[config.mk]
export PLATFORM = sky130hd
export DESIGN_NAME = shunt_current_scale_average
export DESIGN_NICKNAME = d
export VERILOG_FILES = /design/src/scs_pkg.sv /design/src/scs_scale.sv /design/src/scs_window.sv /design/src/shunt_current_scale_average.sv
export SDC_FILE = /design/constraint.sdc
export NUM_CORES = 2
export LEC_CHECK = 0
export BUFFER_PORTS_ARGS = -buffer_cell sky130_fd_sc_hd__buf_2
export CORE_ASPECT_RATIO = 0.75
export CORE_MARGIN = 2
export CORE_UTILIZATION = 60
export CTS_CLUSTER_DIAMETER = 120
export CTS_CLUSTER_SIZE = 16
export DETAILED_ROUTE_END_ITERATION = 8
export GPL_TIMING_DRIVEN = 0
export HOLD_SLACK_MARGIN = 0.03
export PLACE_DENSITY_LB_ADDON = 0.1
export SLEW_MARGIN = 10
export SYNTH_ARGS = -nofsm -noshare
export SYNTH_HDL_FRONTEND = slang
export SYNTH_SLANG_ARGS = --single-unit
[constraint.sdc]
create_clock -name clk -period 8 [get_ports clk]
set_clock_uncertainty 0.05 [all_clocks]
set_input_delay 0.4 -clock clk [delete_from_list [all_inputs] [get_ports clk]]
set_output_delay 0.4 -clock clk [all_outputs]
set_load 0.02 [all_outputs]
[src/scs_pkg.sv]
package scs_pkg;

    localparam int SCS_CHANNELS = 4;
    localparam int SCS_WINDOW   = 8;
    localparam int SCS_SLOT_W   = $clog2(SCS_WINDOW);
    localparam int SCS_SUM_W    = 16 + SCS_SLOT_W;
    localparam int SCS_FS_W     = 17;
    localparam int SCS_PROD_W   = SCS_FS_W + 16;
    localparam int SCS_ADDR_W   = 3;

    localparam logic [SCS_FS_W-1:0] SCS_FS_RESET = SCS_FS_W'(50000);

    typedef enum logic
    {
        REG_FULL_SCALE = 1'b0,
        REG_NONE       = 1'b1
    } scs_reg_t;

    typedef struct packed
    {
        logic [15:0] raw_ch0;
        logic [15:0] raw_ch1;
        logic [15:0] raw_ch2;
        logic [15:0] raw_ch3;
        logic        bidir_ch0;
        logic        bidir_ch1;
        logic        bidir_ch2;
        logic        bidir_ch3;
    } scs_in_t;

    typedef struct packed
    {
        logic signed [15:0] avg_ma_ch0;
        logic signed [15:0] avg_ma_ch1;
        logic signed [15:0] avg_ma_ch2;
        logic signed [15:0] avg_ma_ch3;
    } scs_out_t;

    typedef struct packed
    {
        logic load_mul;
        logic load_sat;
        logic load_out;
    } scs_ctrl_t;

endpackage

[src/scs_scale.sv]
module scs_scale
(
    input  logic                            clk,
    input  scs_pkg::scs_ctrl_t              ctrl,
    input  logic [15:0]                     raw,
    input  logic                            bidir,
    input  logic [scs_pkg::SCS_FS_W-1:0]    full_scale,
    output logic signed [15:0]              sample
);
    import scs_pkg::*;

    logic [15:0]            mag;
    logic [SCS_PROD_W-1:0]  prod_reg;
    logic                   neg_reg;
    logic                   bidir_reg;
    logic [17:0]            quot;
    logic [17:0]            quot_neg;
    logic signed [15:0]     sample_next;
    logic signed [15:0]     sample_reg;

    assign mag = (bidir && raw[15]) ? (16'd0 - raw) : raw;

    always_ff @(posedge clk)
    begin
        if (ctrl.load_mul)
        begin
            prod_reg  <= SCS_PROD_W'(full_scale) * SCS_PROD_W'(mag);
            neg_reg   <= bidir && raw[15];
            bidir_reg <= bidir;
        end
    end

    // signed readings scale by 2^-15, unsigned by 2^-16
    assign quot     = bidir_reg ? prod_reg[SCS_PROD_W-1:15] : {1'b0, prod_reg[SCS_PROD_W-1:16]};
    assign quot_neg = 18'd0 - quot;

    always_comb
    begin
        if (neg_reg)
        begin
            sample_next = (quot > 18'd32768) ? 16'sh8000 : $signed(quot_neg[15:0]);
        end
        else
        begin
            sample_next = (quot > 18'd32767) ? 16'sh7fff : $signed(quot[15:0]);
        end
    end

    always_ff @(posedge clk)
    begin
        if (ctrl.load_sat)
        begin
            sample_reg <= sample_next;
        end
    end

    assign sample = sample_reg;

endmodule

[src/scs_window.sv]
module scs_window
(
    input  logic                                clk,
    input  logic                                rst_n,
    input  scs_pkg::scs_ctrl_t                  ctrl,
    input  logic [scs_pkg::SCS_SLOT_W-1:0]      slot,
    input  logic signed [15:0]                  sample,
    output logic signed [15:0]                  avg
);
    import scs_pkg::*;

    logic signed [15:0]             ring_reg [SCS_WINDOW];
    logic signed [SCS_SUM_W-1:0]    sum_reg;
    logic signed [SCS_SUM_W-1:0]    sum_next;
    logic signed [SCS_SUM_W-1:0]    biased;
    logic signed [SCS_SUM_W-1:0]    quot;

    assign sum_next = sum_reg
                    - {{(SCS_SUM_W-16){ring_reg[slot][15]}}, ring_reg[slot]}
                    + {{(SCS_SUM_W-16){sample[15]}}, sample};

    // truncate toward zero: bias negative sums before the shift
    assign biased = sum_next + (sum_next[SCS_SUM_W-1] ? SCS_SUM_W'(SCS_WINDOW - 1)
                                                      : SCS_SUM_W'(0));
    assign quot   = biased >>> SCS_SLOT_W;
    assign avg    = quot[15:0];

    always_ff @(posedge clk or negedge rst_n)
    begin
        if (!rst_n)
        begin
            sum_reg <= '0;
            for (int i = 0; i < SCS_WINDOW; i++)
            begin
                ring_reg[i] <= '0;
            end
        end
        else if (ctrl.load_out)
        begin
            sum_reg        <= sum_next;
            ring_reg[slot] <= sample;
        end
    end

endmodule

[src/shunt_current_scale_average.sv]
// Four-channel shunt current scaler with an eight-sample moving average.
//
// Input channel (in_valid / in_stall / in_data): one transfer carries a raw
// 16-bit reading and a bidirectional flag for each of the four channels.
// Output channel (out_valid / out_stall / out_data): one transfer per input
// transfer, holding the signed milliamp window average of each channel.
// Configuration: APB-style port, one register at byte address 0 holding the
// full scale current (17 bits); pready is always high.
//
// From input transfer to output valid, data passes the multiplier register,
// the saturation register, then the running-sum update that loads the
// output register. Throughput is one transfer per cycle while out_stall is
// low, set by the 17x16 multiplier stage and the per-lane running-sum update.
// Each stage holds its data independently, so the block keeps accepting
// input while a result waits, until all three stages are full.
//
// Reset clears the sample rings, running sums and slot pointer to zero and
// loads full scale with 50000 mA. The output holds while stalled and valid.
module shunt_current_scale_average
(
    input  logic                                clk,
    input  logic                                rst_n,
    input  logic                                psel,
    input  logic                                penable,
    input  logic                                pwrite,
    input  logic [scs_pkg::SCS_ADDR_W-1:0]      paddr,
    input  logic [31:0]                         pwdata,
    output logic [31:0]                         prdata,
    output logic                                pready,
    input  logic                                in_valid,
    output logic                                in_stall,
    input  scs_pkg::scs_in_t                    in_data,
    output logic                                out_valid,
    input  logic                                out_stall,
    output scs_pkg::scs_out_t                   out_data
);
    import scs_pkg::*;

    logic [SCS_FS_W-1:0]    full_scale_reg;
    logic                   mul_valid_reg;
    logic                   sat_valid_reg;
    logic                   out_valid_reg;
    logic [SCS_SLOT_W-1:0]  slot_reg;
    scs_out_t               out_data_reg;
    scs_ctrl_t              ctrl;
    logic                   en_mul;
    logic                   en_sat;
    logic                   en_out;
    scs_reg_t               reg_sel;

    logic [15:0]            raw     [SCS_CHANNELS];
    logic                   bidir   [SCS_CHANNELS];
    logic signed [15:0]     sample  [SCS_CHANNELS];
    logic signed [15:0]     avg     [SCS_CHANNELS];

    // configuration
    assign reg_sel = scs_reg_t'(paddr[2]);
    assign pready  = 1'b1;

    always_comb
    begin
        unique case (reg_sel)
            REG_FULL_SCALE: prdata = 32'(full_scale_reg);
            default:        prdata = '0;
        endcase
    end

    always_ff @(posedge clk or negedge rst_n)
    begin
        if (!rst_n)
        begin
            full_scale_reg <= SCS_FS_RESET;
        end
        else if (psel && penable && pwrite && pready && reg_sel == REG_FULL_SCALE)
        begin
            full_scale_reg <= pwdata[SCS_FS_W-1:0];
        end
    end

    // pipeline flow control
    assign en_out = !out_valid_reg || !out_stall;
    assign en_sat = !sat_valid_reg || en_out;
    assign en_mul = !mul_valid_reg || en_sat;

    assign ctrl.load_mul = en_mul && in_valid;
    assign ctrl.load_sat = en_sat && mul_valid_reg;
    assign ctrl.load_out = en_out && sat_valid_reg;

    assign in_stall = !en_mul;

    always_ff @(posedge clk or negedge rst_n)
    begin
        if (!rst_n)
        begin
            mul_valid_reg <= 1'b0;
            sat_valid_reg <= 1'b0;
            out_valid_reg <= 1'b0;
            slot_reg      <= '0;
        end
        else
        begin
            if (en_mul)
            begin
                mul_valid_reg <= in_valid;
            end
            if (en_sat)
            begin
                sat_valid_reg <= mul_valid_reg;
            end
            if (en_out)
            begin
                out_valid_reg <= sat_valid_reg;
            end
            if (ctrl.load_out)
            begin
                slot_reg <= SCS_SLOT_W'(slot_reg + 1'b1);
            end
        end
    end

    // lanes
    assign raw[0]   = in_data.raw_ch0;
    assign raw[1]   = in_data.raw_ch1;
    assign raw[2]   = in_data.raw_ch2;
    assign raw[3]   = in_data.raw_ch3;
    assign bidir[0] = in_data.bidir_ch0;
    assign bidir[1] = in_data.bidir_ch1;
    assign bidir[2] = in_data.bidir_ch2;
    assign bidir[3] = in_data.bidir_ch3;

    for (genvar c = 0; c < SCS_CHANNELS; c++)
    begin : g_lane
        scs_scale u_scale
        (
            .clk        (clk),
            .ctrl       (ctrl),
            .raw        (raw[c]),
            .bidir      (bidir[c]),
            .full_scale (full_scale_reg),
            .sample     (sample[c])
        );

        scs_window u_window
        (
            .clk    (clk),
            .rst_n  (rst_n),
            .ctrl   (ctrl),
            .slot   (slot_reg),
            .sample (sample[c]),
            .avg    (avg[c])
        );
    end

    // merge lanes into the output register
    always_ff @(posedge clk)
    begin
        if (ctrl.load_out)
        begin
            out_data_reg.avg_ma_ch0 <= avg[0];
            out_data_reg.avg_ma_ch1 <= avg[1];
            out_data_reg.avg_ma_ch2 <= avg[2];
            out_data_reg.avg_ma_ch3 <= avg[3];
        end
    end

    assign out_valid = out_valid_reg;
    assign out_data  = out_data_reg;

endmodule

==> results.py <==
metrics = {
    "placement": {
        "dp.cells": 9551,
        "port_buffers": 172,
        "finalWeightedCongestion": 0.979,
        "dpl_worst_slack_ps": -1680,
        "hpwl_um": 177000,
    },
    "logic_synthesis": {
        "yosysTopAreaCell": "fa_1",
        "synth_edf_count": 208,
        "synth_top_area_share_pct": 23.3,
        "synth_flop_cell": "dfrtp_1",
        "synthArstFlopShare_pct": 74.6,
        "synth-seq-cells": 819,
        "syn_area_um2": 77400,
        "synthCells": 7671,
        "synth_most_common_cell": "inv_1",
        "ys_seq_area_share_pct": 27.8,
        "netlist_top_cells_count": "inv_1, nand2_1, fa_1",
        "syn_area_per_cell_um2": 10.1,
        "synth_warnings": 0,
        "synth_cell_types": 84,
        "synthTopCellsByArea": "fa_1, dfrtp_1, ha_1",
    },
    "floorplan": {
        "initial_utilization_pct": 60.3,
        "pin_count": 209,
        "die_w_um": 419,
        "dieArea_um2": 132000,
        "dieHeight_um": 315,
        "std_cell_rows": 114,
        "core-area_um2": 128000,
    },
    "routing": {
        "totalWireLength_um": 228000,
        "wl_per_cell_um": 23.5,
        "drcViolationCount": 0,
        "drtIter0Drc": 5712,
        "ant_nets": 0,
        "first_pass_iters": 6,
        "dr_total_vias": 57500,
        "viasPerCell": 5.93,
    },
    "cts": {
        "clk_pin_slew_ps": 90,
        "cts_root_buf": "clkbuf_16",
        "worst_skew_pair.late_latency_ps": 710,
        "htreeDepth": 2,
        "cts.path.max_buffers": 3,
        "cts_buffers": 58,
        "cts_num_sinks": 819,
        "cts_tree": "built",
    },
    "critical_path": {
        "worstSetupPathType": "register to register",
        "path_cells": "clkbuf_1, nand2_1, fa_1, inv_1, fa_1, fa_1, fa_1, fa_1, inv_1, fa_1, inv_1, ha_1, a21o_1, a21o_1, a21oi_1, o21ai_0, a22o_1, a221o_1, a211o_1, a21oi_1, xnor2_1",
        "crit_top_cell": "fa_1",
        "critPathSlowestCell": "dfrtp_1",
        "cp_max_fo": 12,
        "crit_required_ps": 8390,
        "r2r_start": "full_scale_reg[16]",
        "endpoint_kind": "register",
        "rr_worst_depth": 21,
        "timing.rr.end": "g_lane[3].u_scale.prod_reg[31]",
        "rrSetupSlack_ps": 150,
        "critPathTopFamily": "adder cells",
        "cp_slowest_stage_delay_ps": 960,
        "cp-start-kind": "register",
        "startpoint": "full_scale_reg[16]",
        "cp_num_buf_inv": 4,
        "cp_data_arrival_time_ps": 8240,
    },
    "final_layout": {
        "multiInputGateArea_um2": 50100,
        "final_core_util_pct": 64.9,
        "area_delta_synth_final_pct": 7.75,
        "layout.cells.non_filler": 9694,
        "largest_reg_flops": 512,
        "regArea_um2": 21500,
        "drive_gt1_share_pct": 12.0,
        "nets": 9479,
        "num-fill-cells": 10400,
    },
    "global_route": {
        "grt_antenna_before_repair": 18,
        "grt_use_total_pct": 35.3,
        "overflow": 0,
        "grt_pass1_wl_um": 350000,
        "grt_pass1_vias": 58400,
        "grt_max_degree": 113,
    },
    "sta": {
        "setup-violations-final": 0,
        "tightest_slew_ps": 1290,
        "hold_violations": 0,
        "fmaxAchievable_mhz": 127,
        "min_period_over_period_pct": 98.1,
        "worst_slack_ps": 154,
        "drv_slew": 0,
        "finalCriticalPeriod_ps": 7850,
        "relSlewSlack_pct": 14.3,
    },
    "worst_hold_path": {
        "hp-class": "primary input to asynchronous set/reset pin",
    },
    "outcome": {
        "status": "finished, final reports clean",
    },
    "flow_run": {
        "cap_violations": 0,
    },
}
[what timing repair did]
item / in CTS / in global routing
resized for setup: 64 / 222
hold endpoints to repair: 95 / 0
hold buffers: 25 / 0
setup buffers: 2 / 16
pin swaps: 2 / 9
endpoints found under the setup margin: 113 / 73
[metal layers]
metal	vias up	wire (um)	GRT usage [%]
met5	-	84	0
li1	25200	-	-
met1	29200	96300	51.0
met3	432	25400	9.65
met2	2647	97500	51.7
met4	12	8570	11.9
[cell usage in the layout (no fill, tap or decap), types with 176 or more instances in the layout]
cell         n
and2_1     459
edfxtp_1   208
fa_1       900
o21ai_0    444
inv_1     1262
clkbuf_1   279
buf_2      176
mux2_2     353
nand2_1   1109
dfrtp_1    604
ha_1       505
[per-stage QoR]
stage	TNS, ps	cell area [um^2]	hold slack, ps
3_5_place_dp	-90040	80700	347
6_report	0	83400	181
2_1_floorplan	0	77400	54.4
4_1_cts	0	82800	207
5_1_grt	-46.0	83300	232
3_3_place_gp	-4080000	80400	407
[layout make-up]
cell class	instances	area share [%]
multi-input combinational	5216	60.1
sequential	819	25.8
inverter	1265	5.70
tap	1682	2.52
buffer	377	1.96
clock buffer	87	1.87
timing repair buffer	227	1.83
clock inverter	7	0.126
antenna	14	0.0420
[how the worst max path moves through the flow]
stage                                            to  slack (ps)  cells past startpoint
global placement    g_lane[0].u_window.ring_reg[26]       -6860                      1
detailed placement   g_lane[0].u_scale.prod_reg[29]       -1680                     26
global route         g_lane[0].u_scale.prod_reg[30]         -40                     29
CTS                  g_lane[1].u_scale.prod_reg[26]          20                     21
finish               g_lane[3].u_scale.prod_reg[31]         150                     21
floorplan            g_lane[0].u_scale.prod_reg[30]         340                     29
[cells by family after synthesis]
kind of cell	share of synthesized area (%)
AND/OR/NAND/NOR	12.6
buffers and inverters	8.09
other	0.00971
flip-flops	27.8
XOR/XNOR	2.93
AO/OA/AOI/OAI	7.44
adder cells (fa/ha/maj)	31.5
multiplexers	9.60
Power is left out: the tool's default activity adds up to more than one toggle a clock period on the data nets, which glitch-free logic cannot reach.
